## config.mk

```make
export PLATFORM = sky130hd
export DESIGN_NAME = i2c_eeprom_transfer_sequencer
export DESIGN_NICKNAME = d
export VERILOG_FILES = /design/src/sv/i2c_seq_pkg.sv /design/src/sv/i2c_eeprom_transfer_sequencer.sv /design/src/sv/i2c_seq_ram.sv /design/src/sv/i2c_seq_step.sv
export SDC_FILE = /design/constraint.sdc
export NUM_CORES = 1
export LEC_CHECK = 0
export BUFFER_PORTS_ARGS = -buffer_cell sky130_fd_sc_hd__buf_2
export CORE_ASPECT_RATIO = 1.1
export CORE_MARGIN = 3
export CORE_UTILIZATION = 55
export CTS_CLUSTER_DIAMETER = 40
export DETAILED_ROUTE_END_ITERATION = 12
export PLACE_DENSITY = 0.82
export SLEW_MARGIN = 40
export SYNTH_ARGS = -nofsm -noshare
export SYNTH_HDL_FRONTEND = slang
export SYNTH_SLANG_ARGS = --single-unit
```

## constraint.sdc

```tcl
create_clock -name i_clk -period 3.4 [get_ports i_clk]
set_input_delay 0.34 -clock i_clk [delete_from_list [all_inputs] [get_ports i_clk]]
set_output_delay 0.34 -clock i_clk [all_outputs]
set_load 0.05 [all_outputs]
```

## src/sv/i2c_seq_pkg.sv

```systemverilog
`timescale 1ns / 1ps
// Shared types and codes for the I2C EEPROM transfer sequencer.
// No dependencies; the top level, step logic and testbench import it.
package i2c_seq_pkg;

    // Input command codes.
    typedef enum logic [1:0] {
        CMD_START_READ  = 2'd0,
        CMD_START_WRITE = 2'd1,
        CMD_LOAD_BYTE   = 2'd2,
        CMD_BUS_EVENT   = 2'd3
    } t_cmd;

    // Bus actions requested from the I2C controller.
    typedef enum logic [2:0] {
        ACT_NONE  = 3'd0,
        ACT_START = 3'd1,
        ACT_WADDR = 3'd2,
        ACT_RADDR = 3'd3,
        ACT_BYTE  = 3'd4
    } t_bus_action;

    // Completion status of a command.
    typedef enum logic [1:0] {
        ST_OK       = 2'd0,
        ST_RANGE    = 2'd1,
        ST_BUSY     = 2'd2
    } t_status;

    // Transfer sequencer phases.
    typedef enum logic [3:0] {
        PH_IDLE      = 4'd0,
        PH_R_START   = 4'd1,
        PH_R_WADDR   = 4'd2,
        PH_R_ADDR_HI = 4'd3,
        PH_R_ADDR_LO = 4'd4,
        PH_R_RESTART = 4'd5,
        PH_R_RADDR   = 4'd6,
        PH_R_DATA    = 4'd7,
        PH_W_START   = 4'd8,
        PH_W_WADDR   = 4'd9,
        PH_W_ADDR_LO = 4'd10,
        PH_W_DATA    = 4'd11,
        PH_W_LAST    = 4'd12
    } t_phase;

    // Bus controller status flags carried by a status event.
    typedef struct packed {
        logic start_sent;
        logic address_done;
        logic tx_empty;
        logic rx_full;
        logic byte_finished;
        logic ack_failure;
    } t_flags;

    // State updates requested by the step logic besides the phase.
    typedef struct packed {
        logic load_start;
        logic inc_index;
    } t_ctrl;

    // One result beat.
    typedef struct packed {
        t_bus_action bus_action;
        logic [7:0]  tx_byte;
        logic        clear_ack_failure;
        logic        ack_disable;
        logic        stop;
        logic        rx_valid;
        logic [7:0]  rx_data;
        logic        rx_last;
        logic        done_res;
        t_status     status;
    } t_result;

    // High memory address byte keeps five bits.
    localparam logic [4:0] ADDR_HI_MASK = 5'h1F;

endpackage

```

## src/sv/i2c_eeprom_transfer_sequencer.sv

```systemverilog
`timescale 1ns / 1ps
// Top level of the I2C EEPROM transfer sequencer: state registers, page buffer, output skid.
// Depends on i2c_seq_pkg, i2c_seq_step and i2c_seq_ram.
//
// This block sequences one random-access read or one write to an I2C EEPROM that
// uses a two-byte memory address. Each input beat is a command (start read, start
// write, load a page buffer byte) or a bus status event from the I2C controller,
// and each input beat yields exactly one result beat that tells the controller
// what to do next (start, address byte, data byte, stop, acknowledge control) and
// carries any received memory byte. Every beat is handled as it is accepted: the
// step logic reads the current phase and counters, updates them at the accepting
// edge and writes the result into an output register, so a new beat can be taken
// on every clock. A two-entry output stage (output register plus skid register)
// keeps accepting while a result waits downstream; the input stalls only when
// both entries are full. The page buffer is a RAM with a registered read port;
// its read address always follows the next buffer slot, so the byte for the next
// write data beat is ready ahead of it, and a load that hits that slot in the
// same cycle is forwarded. A start beyond the memory size, or a write of zero
// bytes, is rejected with a range status; a start while a transfer runs is
// rejected as busy. Load commands are taken at any time. The device address
// register is written through its own valid/ready port, which is always ready,
// and must only be changed while no transfer is in progress.
module i2c_eeprom_transfer_sequencer #(
    parameter int MEM_BYTES  = 8192,
    parameter int PAGE_BYTES = 32
) (
    input  logic        i_clk,
    input  logic        i_rst_n,
    // Configuration write channel.
    input  logic        i_cfg_valid,
    output logic        o_cfg_ready,
    input  logic [6:0]  i_cfg_data,
    // Input channel.
    input  logic        i_in_valid,
    output logic        o_in_stall,
    input  logic [1:0]  i_cmd,
    input  logic [12:0] i_mem_address,
    input  logic [13:0] i_length,
    input  logic [4:0]  i_buffer_index,
    input  logic [7:0]  i_data_byte,
    input  logic        i_flag_start_sent,
    input  logic        i_flag_address_done,
    input  logic        i_flag_tx_empty,
    input  logic        i_flag_rx_full,
    input  logic        i_flag_byte_finished,
    input  logic        i_flag_ack_failure,
    // Output channel.
    output logic        o_out_valid,
    input  logic        i_out_stall,
    output logic [2:0]  o_bus_action,
    output logic [7:0]  o_tx_byte,
    output logic        o_clear_ack_failure,
    output logic        o_ack_disable,
    output logic        o_stop,
    output logic        o_rx_valid,
    output logic [7:0]  o_rx_data,
    output logic        o_rx_last,
    output logic        o_done_res,
    output logic [1:0]  o_status
);
    import i2c_seq_pkg::*;

    localparam int             SLOT_W    = $clog2(PAGE_BYTES);
    localparam logic [SLOT_W-1:0] SLOT_LAST = SLOT_W'(PAGE_BYTES - 1);

    // Architectural state.
    logic [6:0]        r_device_address;
    t_phase            r_phase;
    t_phase            n_phase;
    logic [13:0]       r_byte_index;
    logic [13:0]       n_byte_index;
    logic [13:0]       r_byte_count;
    logic [12:0]       r_target_address;
    logic [SLOT_W-1:0] r_slot;
    logic [SLOT_W-1:0] n_slot;

    // Page buffer forwarding.
    logic              r_byp_hit;
    logic [7:0]        r_byp_data;
    logic [7:0]        ram_rdata;
    logic [7:0]        buf_byte;
    logic              ram_we;
    logic [SLOT_W-1:0] ram_waddr;
    logic [8:0]        load_slot;

    // Output stage.
    t_result           r_out;
    logic              r_out_valid;
    t_result           r_skid;
    logic              r_skid_valid;

    logic              in_accept;
    logic              out_take;
    t_flags            flags;
    t_ctrl             ctrl;
    t_result           result;

    assign o_cfg_ready = 1'b1;
    assign o_in_stall  = r_skid_valid;
    assign in_accept   = i_in_valid && !r_skid_valid;
    assign out_take    = r_out_valid && !i_out_stall;

    assign flags.start_sent    = i_flag_start_sent;
    assign flags.address_done  = i_flag_address_done;
    assign flags.tx_empty      = i_flag_tx_empty;
    assign flags.rx_full       = i_flag_rx_full;
    assign flags.byte_finished = i_flag_byte_finished;
    assign flags.ack_failure   = i_flag_ack_failure;

    i2c_seq_step #(
        .MEM_BYTES (MEM_BYTES)
    ) u_step (
        .i_cmd            (i_cmd),
        .i_mem_address    (i_mem_address),
        .i_length         (i_length),
        .i_data_byte      (i_data_byte),
        .i_flags          (flags),
        .i_phase          (r_phase),
        .i_byte_index     (r_byte_index),
        .i_byte_count     (r_byte_count),
        .i_target_address (r_target_address),
        .i_device_address (r_device_address),
        .i_buf_byte       (buf_byte),
        .o_next_phase     (n_phase),
        .o_ctrl           (ctrl),
        .o_result         (result)
    );

    // Load slots wrap around the page buffer. The slot field is at most four
    // page sizes wide, so a few conditional subtractions reduce it.
    always_comb begin
        load_slot = {4'b0, i_buffer_index};
        for (int k = 0; k < 4; k++) begin
            if (load_slot >= 9'(PAGE_BYTES)) begin
                load_slot = load_slot - 9'(PAGE_BYTES);
            end
        end
    end

    assign ram_we    = in_accept && (t_cmd'(i_cmd) == CMD_LOAD_BYTE);
    assign ram_waddr = load_slot[SLOT_W-1:0];

    // The buffer slot tracks the byte index modulo the page size.
    always_comb begin
        n_byte_index = r_byte_index;
        n_slot       = r_slot;
        if (in_accept && ctrl.load_start) begin
            n_byte_index = '0;
            n_slot       = '0;
        end else if (in_accept && ctrl.inc_index) begin
            n_byte_index = r_byte_index + 14'd1;
            n_slot       = (r_slot == SLOT_LAST) ? '0 : r_slot + SLOT_W'(1);
        end
    end

    // The read port looks at the next slot, so its data is ready for the next beat.
    i2c_seq_ram #(
        .WIDTH (8),
        .DEPTH (PAGE_BYTES)
    ) u_page_buffer (
        .i_clk   (i_clk),
        .i_we    (ram_we),
        .i_waddr (ram_waddr),
        .i_wdata (i_data_byte),
        .i_raddr (n_slot),
        .o_rdata (ram_rdata)
    );

    assign buf_byte = r_byp_hit ? r_byp_data : ram_rdata;

    always_ff @(posedge i_clk) begin
        if (!i_rst_n) begin
            r_device_address <= 7'd80;
            r_phase          <= PH_IDLE;
            r_byte_index     <= '0;
            r_byte_count     <= '0;
            r_target_address <= '0;
            r_slot           <= '0;
            r_byp_hit        <= 1'b0;
        end else begin
            if (i_cfg_valid && o_cfg_ready) begin
                r_device_address <= i_cfg_data;
            end
            if (in_accept) begin
                r_phase <= n_phase;
            end
            if (in_accept && ctrl.load_start) begin
                r_byte_count     <= i_length;
                r_target_address <= i_mem_address;
            end
            r_byte_index <= n_byte_index;
            r_slot       <= n_slot;
            // A load into the slot being read this cycle is not yet seen by the
            // RAM output, so forward it for one cycle.
            r_byp_hit    <= ram_we && (ram_waddr == n_slot);
        end
    end

    always_ff @(posedge i_clk) begin
        r_byp_data <= i_data_byte;
    end

    // Output register plus skid register.
    always_ff @(posedge i_clk) begin
        if (!i_rst_n) begin
            r_out_valid  <= 1'b0;
            r_skid_valid <= 1'b0;
        end else begin
            if (in_accept) begin
                if (!r_out_valid || out_take) begin
                    r_out_valid <= 1'b1;
                end else begin
                    r_skid_valid <= 1'b1;
                end
            end else if (out_take) begin
                r_out_valid  <= r_skid_valid;
                r_skid_valid <= 1'b0;
            end
        end
    end

    always_ff @(posedge i_clk) begin
        if (in_accept) begin
            if (!r_out_valid || out_take) begin
                r_out <= result;
            end else begin
                r_skid <= result;
            end
        end else if (out_take && r_skid_valid) begin
            r_out <= r_skid;
        end
    end

    assign o_out_valid         = r_out_valid;
    assign o_bus_action        = r_out.bus_action;
    assign o_tx_byte           = r_out.tx_byte;
    assign o_clear_ack_failure = r_out.clear_ack_failure;
    assign o_ack_disable       = r_out.ack_disable;
    assign o_stop              = r_out.stop;
    assign o_rx_valid          = r_out.rx_valid;
    assign o_rx_data           = r_out.rx_data;
    assign o_rx_last           = r_out.rx_last;
    assign o_done_res          = r_out.done_res;
    assign o_status            = r_out.status;

    // The skid entry only fills behind a held output entry.
    a_skid_behind_out: assert property (@(posedge i_clk) disable iff (!i_rst_n)
        r_skid_valid |-> r_out_valid)
        else $error("skid entry valid without output entry");

    // A completed transfer always leaves the sequencer idle.
    a_done_to_idle: assert property (@(posedge i_clk) disable iff (!i_rst_n)
        (in_accept && result.done_res) |=> (r_phase == PH_IDLE))
        else $error("transfer done but phase not idle");

    // A busy rejection only happens while a transfer is running.
    a_busy_only_active: assert property (@(posedge i_clk) disable iff (!i_rst_n)
        (in_accept && (result.status == ST_BUSY)) |-> (r_phase != PH_IDLE))
        else $error("busy status reported while idle");

    // While sending write data the byte index never passes the byte count.
    a_write_index_bound: assert property (@(posedge i_clk) disable iff (!i_rst_n)
        (r_phase == PH_W_DATA) |-> (r_byte_index <= r_byte_count))
        else $error("write byte index beyond byte count");

endmodule

```

## src/sv/i2c_seq_ram.sv

```systemverilog
`timescale 1ns / 1ps
// Generic single-write, single-read RAM with registered read data.
// Standalone; used for the page buffer of the transfer sequencer.
module i2c_seq_ram #(
    parameter int WIDTH = 8,
    parameter int DEPTH = 32
) (
    input  logic                     i_clk,
    input  logic                     i_we,
    input  logic [$clog2(DEPTH)-1:0] i_waddr,
    input  logic [WIDTH-1:0]         i_wdata,
    input  logic [$clog2(DEPTH)-1:0] i_raddr,
    output logic [WIDTH-1:0]         o_rdata
);

    logic [WIDTH-1:0] r_mem [DEPTH];
    logic [WIDTH-1:0] r_rdata;

    always_ff @(posedge i_clk) begin
        if (i_we) begin
            r_mem[i_waddr] <= i_wdata;
        end
        r_rdata <= r_mem[i_raddr];
    end

    assign o_rdata = r_rdata;

endmodule

```

## src/sv/i2c_seq_step.sv

```systemverilog
`timescale 1ns / 1ps
// Combinational step of the transfer sequencer: next phase, state updates and result.
// Depends on i2c_seq_pkg.
module i2c_seq_step #(
    parameter int MEM_BYTES = 8192
) (
    input  logic [1:0]           i_cmd,
    input  logic [12:0]          i_mem_address,
    input  logic [13:0]          i_length,
    input  logic [7:0]           i_data_byte,
    input  i2c_seq_pkg::t_flags  i_flags,
    input  i2c_seq_pkg::t_phase  i_phase,
    input  logic [13:0]          i_byte_index,
    input  logic [13:0]          i_byte_count,
    input  logic [12:0]          i_target_address,
    input  logic [6:0]           i_device_address,
    input  logic [7:0]           i_buf_byte,
    output i2c_seq_pkg::t_phase  o_next_phase,
    output i2c_seq_pkg::t_ctrl   o_ctrl,
    output i2c_seq_pkg::t_result o_result
);
    import i2c_seq_pkg::*;

    t_cmd        cmd;
    logic        is_start;
    logic        range_bad;
    logic        start_ok;
    logic        is_event;
    logic        more_rd;
    logic        more_wr;
    logic [16:0] end_address;
    logic [7:0]  waddr_byte;
    logic [7:0]  raddr_byte;
    logic [7:0]  addr_hi_byte;

    assign cmd          = t_cmd'(i_cmd);
    assign is_start     = (cmd == CMD_START_READ) || (cmd == CMD_START_WRITE);
    assign is_event     = (cmd == CMD_BUS_EVENT);
    assign end_address  = {4'b0, i_mem_address} + {3'b0, i_length};
    assign range_bad    = (end_address > 17'(MEM_BYTES))
                          || ((cmd == CMD_START_WRITE) && (i_length == 14'd0));
    assign start_ok     = is_start && (i_phase == PH_IDLE) && !range_bad;
    assign more_rd      = ({1'b0, i_byte_index} + 15'd1) < {1'b0, i_byte_count};
    assign more_wr      = i_byte_index < i_byte_count;
    assign waddr_byte   = {i_device_address, 1'b0};
    assign raddr_byte   = {i_device_address, 1'b1};
    assign addr_hi_byte = {3'b0, i_target_address[12:8] & ADDR_HI_MASK};

    // Next phase.
    always_comb begin
        o_next_phase = i_phase;
        if (start_ok) begin
            o_next_phase = (cmd == CMD_START_READ) ? PH_R_START : PH_W_START;
        end else if (is_event) begin
            unique case (i_phase)
                PH_R_START:   if (i_flags.start_sent)   o_next_phase = PH_R_WADDR;
                PH_R_WADDR:   if (i_flags.address_done) o_next_phase = PH_R_ADDR_HI;
                PH_R_ADDR_HI: if (i_flags.tx_empty)     o_next_phase = PH_R_ADDR_LO;
                PH_R_ADDR_LO: if (i_flags.tx_empty)     o_next_phase = PH_R_RESTART;
                PH_R_RESTART: if (i_flags.start_sent)   o_next_phase = PH_R_RADDR;
                PH_R_RADDR:   if (i_flags.address_done) o_next_phase = PH_R_DATA;
                PH_R_DATA:    if (i_flags.rx_full && !more_rd) o_next_phase = PH_IDLE;
                PH_W_START:   if (i_flags.start_sent)   o_next_phase = PH_W_WADDR;
                PH_W_WADDR: begin
                    if (i_flags.ack_failure) begin
                        o_next_phase = PH_W_START;
                    end else if (i_flags.address_done) begin
                        o_next_phase = PH_W_ADDR_LO;
                    end
                end
                PH_W_ADDR_LO: if (i_flags.tx_empty)     o_next_phase = PH_W_DATA;
                PH_W_DATA:    if (i_flags.tx_empty && !more_wr) o_next_phase = PH_W_LAST;
                PH_W_LAST:    if (i_flags.byte_finished) o_next_phase = PH_IDLE;
                default:      o_next_phase = i_phase;
            endcase
        end
    end

    // Result beat and counter updates.
    always_comb begin
        o_result          = '0;
        o_ctrl            = '0;
        o_ctrl.load_start = start_ok;
        if (is_start) begin
            if (i_phase != PH_IDLE) begin
                o_result.status = ST_BUSY;
            end else if (range_bad) begin
                o_result.status = ST_RANGE;
            end else begin
                o_result.bus_action = ACT_START;
            end
        end else if (is_event) begin
            unique case (i_phase)
                PH_R_START, PH_W_START: begin
                    if (i_flags.start_sent) begin
                        o_result.bus_action = ACT_WADDR;
                        o_result.tx_byte    = waddr_byte;
                    end
                end
                PH_R_WADDR: begin
                    if (i_flags.address_done) begin
                        o_result.bus_action = ACT_BYTE;
                        o_result.tx_byte    = addr_hi_byte;
                    end
                end
                PH_R_ADDR_HI, PH_W_ADDR_LO: begin
                    if (i_flags.tx_empty) begin
                        o_result.bus_action = ACT_BYTE;
                        o_result.tx_byte    = i_target_address[7:0];
                    end
                end
                PH_R_ADDR_LO: begin
                    if (i_flags.tx_empty) begin
                        o_result.bus_action = ACT_START;
                    end
                end
                PH_R_RESTART: begin
                    if (i_flags.start_sent) begin
                        o_result.bus_action = ACT_RADDR;
                        o_result.tx_byte    = raddr_byte;
                    end
                end
                PH_R_DATA: begin
                    if (i_flags.rx_full) begin
                        o_ctrl.inc_index = 1'b1;
                        o_result.rx_valid = 1'b1;
                        o_result.rx_data  = i_data_byte;
                        if (!more_rd) begin
                            o_result.ack_disable = 1'b1;
                            o_result.stop        = 1'b1;
                            o_result.rx_last     = 1'b1;
                            o_result.done_res    = 1'b1;
                        end
                    end
                end
                PH_W_WADDR: begin
                    if (i_flags.ack_failure) begin
                        // Device still busy with its internal write: poll again.
                        o_result.clear_ack_failure = 1'b1;
                        o_result.bus_action        = ACT_START;
                    end else if (i_flags.address_done) begin
                        o_result.bus_action = ACT_BYTE;
                        o_result.tx_byte    = addr_hi_byte;
                    end
                end
                PH_W_DATA: begin
                    if (i_flags.tx_empty && more_wr) begin
                        o_ctrl.inc_index    = 1'b1;
                        o_result.bus_action = ACT_BYTE;
                        o_result.tx_byte    = i_buf_byte;
                    end
                end
                PH_W_LAST: begin
                    if (i_flags.byte_finished) begin
                        o_result.stop     = 1'b1;
                        o_result.done_res = 1'b1;
                    end
                end
                default: begin
                    o_result = '0;
                end
            endcase
        end
    end

endmodule

```

=== Yosys cells after proc, flatten, opt, wreduce, memory -nomap -nowiden ===
Memory sizes are Yosys's and may differ from the RTL's. A register that Yosys moved wholly into a read port is not among the register bits.
Index checks and enable logic that the tools add are counted.

* $add $sub $neg: 4
* $mul: 0
* Div/mod/pow operators: 0
* Order comparisons: 3
* Equality and inequality tests: 31
* Shift-type cells: 0
* Muxes and demuxes: 64
* Bitwise operators: 2
* Reduce and logical (&&, ||, !) cells: 38

{| class="wikitable"
|+ Operators by type and width
! operator !! count
|-
| 27-bit 2-to-1 mux || 4
|-
| 4-bit 2-to-1 mux || 16
|-
| 4-bit case mux with 12 select lines || 1
|-
| 8-bit case mux with 6 select lines || 1
|-
| 11-bit 2-to-1 mux || 3
|-
| 10-bit 2-to-1 mux || 3
|-
| 3-bit by 2-bit inequality test with 1-bit output, second input constant || 9
|-
| 22-bit 2-to-1 mux || 1
|-
| 3-bit case mux with 7 select lines || 1
|-
| 4-bit equality test, second input constant || 5
|-
| 1-bit 2-to-1 mux || 19
|-
| 17-bit by 14-bit greater-than comparator with 1-bit output, second input constant || 1
|-
| 4-bit by 3-bit equality test with 1-bit output, second input constant || 4
|-
| 8-bit 2-to-1 mux || 2
|-
| 13-bit by 14-bit adder with 15-bit output || 1
|-
| 14-bit by 1-bit adder with 15-bit output, second input constant || 1
|-
| 15-bit by 14-bit less-than comparator with 1-bit output || 1
|-
| 5-bit 2-to-1 mux || 3
|-
| 15-bit AND reduction || 1
|-
| 14-bit by 1-bit adder with 14-bit output, second input constant || 1
|-
| 14-bit logical NOT || 1
|-
| 14-bit less-than comparator || 1
|-
| 1-bit logical AND || 13
|-
| 13-bit 2-to-1 mux || 1
|-
| other kinds (24) || 48
|}

* Bits in registers: 122
* Bits in latches: 0
* Bits in writable memories: 256
* Memory bits (read-only): 0
* Input bits: 60
* Output and inout port bits: 30
* Logic and storage cells: 173
* Memories kept: 1

{| class="wikitable"
|+ Memory list
! name !! depth !! width !! rd ports !! clocked after memory_dff !! wr ports !! RTL line !! RTL
|-
| u_page_buffer.r_mem || 32 || 8 || 1 || 1 || 1 || i2c_seq_ram.sv:16 || <nowiki>logic [WIDTH-1:0] r_mem [DEPTH];</nowiki>
|}

=== Logic depth before layout (Yosys ltp) ===
* Word-level depth: 11
* Gate-level depth with buffers: 17
* Mapped depth without buffers: 17

=== Cells and area by module ===
Synthesis repeated with hierarchy kept, for this count alone.

* Cells, all modules: 1219
* Area total of the unflattened synthesis: 17195.2 µm²

{| class="wikitable"
|+ By module, submodules not included
! module !! times used !! cells each !! area each (µm²) !! sequential area each (µm²)
|-
| i2c_seq_ram || 1 || 417 || 10053.4 || 7847.5
|-
| i2c_eeprom_transfer_sequencer || 1 || 451 || 4749.6 || 2982.9
|-
| i2c_seq_step || 1 || 351 || 2392.3 || 0.0
|}

=== Worst setup path after synthesis ===
Ideal clock, no wire load.

* Path type: input to register
* Start: input port i_mem_address[0]
* End: register u_page_buffer.r_rdata[1], in the netlist u_page_buffer.o_rdata[1] (read register of u_page_buffer.r_mem)
* Setup time: 160 ps
* Arrival time: 3195 ps
* Required time: 3240 ps
* Path slack: 45 ps
* Stages: 15
* Buffers on the path: 2
* Path through: ha_1 fa_1 a21oi_1 o211ai_1 mux2i_1 or3_1 nor4_4 a32oi_1 and2_1 buf_6 buf_6 a22oi_1 nand3_1 a32oi_1 a311oi_1

* Cells in the longest elaborated chain, start to end: 7

{| class="wikitable"
|+ RTL lines
! what !! RTL line !! RTL
|-
| from (decl) || i2c_eeprom_transfer_sequencer.sv:37 || <nowiki>input logic [12:0] i_mem_address,</nowiki>
|-
| 13-bit by 14-bit adder with 15-bit output || i2c_seq_step.sv:39 || <nowiki>assign end_address = {4'b0, i_mem_address} + {3'b0, i_length};</nowiki>
|-
| 17-bit by 14-bit greater-than comparator with 1-bit output || i2c_seq_step.sv:40 || <nowiki>assign range_bad = (end_address > 17'(MEM_BYTES))</nowiki>
|-
| 1-bit logical OR || i2c_seq_step.sv:41 || <nowiki>|| ((cmd == CMD_START_WRITE) && (i_length == 14'd0));</nowiki>
|-
| 1-bit logical NOT || i2c_seq_step.sv:42 || <nowiki>assign start_ok = is_start && (i_phase == PH_IDLE) && !range_bad;</nowiki>
|-
| 1-bit logical AND || i2c_seq_step.sv:42 ||
|-
| 1-bit logical AND || i2c_eeprom_transfer_sequencer.sv:147 || <nowiki>if (in_accept && ctrl.load_start) begin</nowiki>
|-
| 5-bit 2-to-1 mux || i2c_eeprom_transfer_sequencer.sv:147 ||
|-
| to (decl) || i2c_seq_ram.sv:17 || <nowiki>logic [WIDTH-1:0] r_rdata;</nowiki>
|}

Every way passes these cells.
A chain may end at the register's enable or synchronous reset.

=== Final worst setup path ===
* Start: register r_byte_index[9]
* End: register u_page_buffer.r_rdata[0], in the netlist u_page_buffer.o_rdata[0] (read register of u_page_buffer.r_mem)

* Cells in the longest elaborated chain, start to end: 9

{| class="wikitable"
|+ RTL lines
! what !! RTL line !! RTL
|-
| from (decl) || i2c_eeprom_transfer_sequencer.sv:70 || <nowiki>logic [13:0] r_byte_index;</nowiki>
|-
| from (signal assigned) || i2c_eeprom_transfer_sequencer.sv:191 || <nowiki>r_byte_index <= n_byte_index;</nowiki>
|-
| 14-bit less-than comparator || i2c_seq_step.sv:44 || <nowiki>assign more_wr = i_byte_index < i_byte_count;</nowiki>
|-
| 1-bit logical AND || i2c_seq_step.sv:147 || <nowiki>if (i_flags.tx_empty && more_wr) begin</nowiki>
|-
| 1-bit 2-to-1 mux || i2c_seq_step.sv:147 ||
|-
| 1-bit case mux with 2 select lines || i2c_seq_step.sv:93 || <nowiki>unique case (i_phase)</nowiki>
|-
| 1-bit 2-to-1 mux || i2c_seq_step.sv:92 || <nowiki>end else if (is_event) begin</nowiki>
|-
| 1-bit 2-to-1 mux || i2c_seq_step.sv:84 || <nowiki>if (is_start) begin</nowiki>
|-
| 1-bit logical AND || i2c_eeprom_transfer_sequencer.sv:150 || <nowiki>end else if (in_accept && ctrl.inc_index) begin</nowiki>
|-
| 5-bit 2-to-1 mux || i2c_eeprom_transfer_sequencer.sv:150 ||
|-
| 5-bit 2-to-1 mux || i2c_eeprom_transfer_sequencer.sv:147 ||
|}

Every way passes these cells.

==> results.md <==
- Clk buf depth: 3
- Synthesis-stage register bit count: 382
- Clock slew at reported path FFs: 60 ps
- Largest net degree at the start of global routing: 37
- Setup Viol. Count Final: 8
- Inserted Diodes: 0
- MaxCap Viol Count: 0
- Total detailed-routing wirelength: 50.43 mm
- Final Net Count: 1761
- Slowest cell on crit path: nor4b_4
- Hold/Removal Path Class: in -> reg
- Cell Area, Synth: 0.01702 mm²
- Worst skew pair latency: 550 ps
- Final Wtd Congestion: 0.9765
- Clock sinks: 382
- Synth area leader: edfxtp_1
- Violated checks: setup timing
- Worst R2R Start: r_byte_index[9]
- Routed len/inst: 23.98 µm
- First-pass GRT wire length: 71.29 mm
- Syn_nets: 1503
- Core ar.: 0.03006 mm²
- Outcome: finished with violations
- Minimum clock period after layout: 3576 ps
- Critical Path RT: 3800 ps
- Post-Syn Area per Cell: 12.16 µm²
- Hpwl dp: 30.44 mm
- CTS Buf Count: 47
- Slowest stage delay, CP: 420 ps
- Post-synth ARST share: 0
- Initial drt markers: 1909
- Design Power: 10940 µW
- Commonest non-fill, non-tap cell in the layout: edfxtp_1
- Critical path class: reg -> reg
- Final Max Slew Viols: 0
- Die Wd: 173.7 µm
- EDFF count, synth: 306
- Worst slack, placed: -460.5 ps
- Synth-to-layout area growth: 27.72%
- Synth top area share: 0.5398
- Peak supply drop: 0.0006147 V
- RSZ-0062 raised after global routing: yes
- Fraction of layout cells with a size suffix above 1: 0.3215
- Arr. time, crit path: 3970 ps
- Initial Utilization: 0.5664
- Pre-Repair DR Iteration Count: 6
- Syn. warnings: 0
- Fin crit share: 1.052
- DIE AREA: 0.03310 mm²
- Number of global-route vias before repair: 12990
- Cts hold-fix bufs: 0
- Setup Skew: 29.33 ps
- # DRC: 0
- Mapped Cells: 1400
- Worst Setup SP: r_byte_index[9]
- LEAKAGE: 0.008014 µW
- Hold path start: i_cfg_data[5]
- DIE HEIGHT: 190.5 µm
- Final hold violations: 0
- Total Routing Usage GR: 0.2747
- Worst setup SP type: flip-flop
- R2r setup slk: -180 ps
- Predominant post-synthesis flop cell: edfxtp_1
- Pwr dens: 503.2 mW/mm²
- CP cell instances: ha_4 > a21o_1 > a211oi_2 > a21oi_4 > nor4b_4 > nor2_2 > a21boi_4 > buf_12 > clkbuf_16 > mux2_2 > a221oi_1 > o21ai_1 > a32oi_1 > a311oi_1
- H-tree depth: 2
- Ports: 90
- Vias per cell: 6.302
- Commonest cells after routing, fill and taps aside: edfxtp_1, nand2_1, buf_4, nor2_1, buf_2
- Rows: 66
- Non-Filler Instances: 2103
- Port Buffers: 88
- Max_slew headroom: 0.4178
- DR vias: 13250
- Placed Cells incl. Taps: 1988
- Fmax: 0.2797 GHz
- Crit-path max FO: 6
- CTS root buffer: clkbuf_16
- Total global routing overflow: 0
- Unique masters post-synth: 79
- Setup ws final: -175.8 ps
- Initial antenna violation count: 1
- Post-synthesis sequential area ratio: 0.6291
- Top post-synthesis cells by area: edfxtp_1, dfxtp_1, nand2_1, mux2_2, ha_1
- Least-Margin Pin Slew: 870.1 ps
- TritonCTS clock tree: built
- Critical Path End Type: flip-flop
- Final antenna-violating net count: 0
report_power, final:
group / internal [µW] / switching, µW
Combinational: 271 / 499
Sequential: 5120 / 29.7
Clock: 3100 / 1920
logic make-up (layout without fill, tap and decap cells):
group,count (synthesis),in the layout,synth area share
fa+ha+maj,43,43,0.03204
simple gates,456,457,0.1203
compound gates,312,312,0.1238
mux,77,77,0.04976
buf+inv,95,389,0.02719
xor+xnor,34,34,0.01749
other cells,1,1,0.0002203
flops,382,382,0.6291
per-layer routing:
layer,track usage,vias to the layer above,share of wire
met2,0.4783,897,0.49
met5,0,-,0.00026
li1,-,5781,-
met3,0.04978,210,0.096
met4,0.09623,2,0.049
met1,0.3475,6363,0.36
metrics by stage:
step / TNS, ps / hold slack [ps] / utilization / instance area, µm²
after floorplan: 0 / 367.7 / - / 17020
after global placement: -4057 / 440.3 / 0.6326 / 19010
after CTS: 0 / 40.37 / 0.6922 / 20810
after global routing: -1972 / 59.93 / 0.7233 / 21740
after detailed placement: -3867 / 445.5 / 0.6329 / 19020
final: -897.7 / 53.36 / 0.7233 / 21740
area by class of cell:
type | count | area [µm²]
Clock buffer | 57 | 1256
Clock inverter | 29 | 331.6
Fill cell | 1859 | 8317
Inverter | 24 | 90.09
Multi-Input combinational cell | 924 | 6545
Sequential cell | 382 | 10730
Tap cell | 408 | 510.5
Timing Repair Buffer | 279 | 2281
state kept, by name (all words and copies together), names as in the netlist:
signal	cells
o_ack_disable	1
o_bus_action	3
o_clear_ack_failure	1
o_in_stall	1
o_out_valid	1
o_rx_data	8
o_rx_valid	1
o_status	2
o_stop	1
o_tx_byte	8
r_byp_data	8
r_byp_hit	1
r_byte_count	14
r_byte_index	14
r_device_address	7
r_phase	4
r_skid	25
r_slot	5
r_target_address	13
u_page_buffer.o_rdata	8
u_page_buffer.r_mem	256
worst max-delay path: cells and delay by family, from the launching register on:
kind	cells	cell delay (ps)
adder cells (fa/ha/maj)	1	240
buffers and inverters	2	310
flip-flops	1	410
multiplexers	1	350
AND/OR/NAND/NOR	2	560
AO/OA/AOI/OAI	8	1550
path summary, 6_finish.rpt:
| path | endpoint | cells after the start |
|---|---|---|
| min | r_device_address[5] | 3 |
| max | u_page_buffer.o_rdata[0] | 14 |
| min reg2reg | r_byte_count[4] | 2 |
| max reg2reg | u_page_buffer.o_rdata[0] | 14 |
cell usage after synthesis (9+ instances only):
cell / number
ha_1: 42
xnor2_1: 18
and2_1: 13
nand3_1: 30
nand2_1: 200
o21ai_0: 31
a22oi_1: 26
inv_1: 24
edfxtp_1: 306
buf_2: 19
dfxtp_1: 76
nand2b_1: 11
a21oi_1: 90
nand4_1: 9
mux2_2: 58
o21ai_1: 12
nor3_1: 20
a32oi_1: 10
clkbuf_1: 31
a31oi_1: 13
buf_4: 10
mux2i_1: 18
o22ai_1: 16
nor2_1: 123
xor2_1: 16
o211ai_1: 16
repair_timing:
item | in CTS | in global routing
setup buffers | 2 | 21
gates cloned | 0 | 6
endpoints found under the setup margin | 10 | 17
pin swaps | 7 | 65
resized for setup | 38 | 130
No activity file was read; power rests on OpenSTA's default activity.
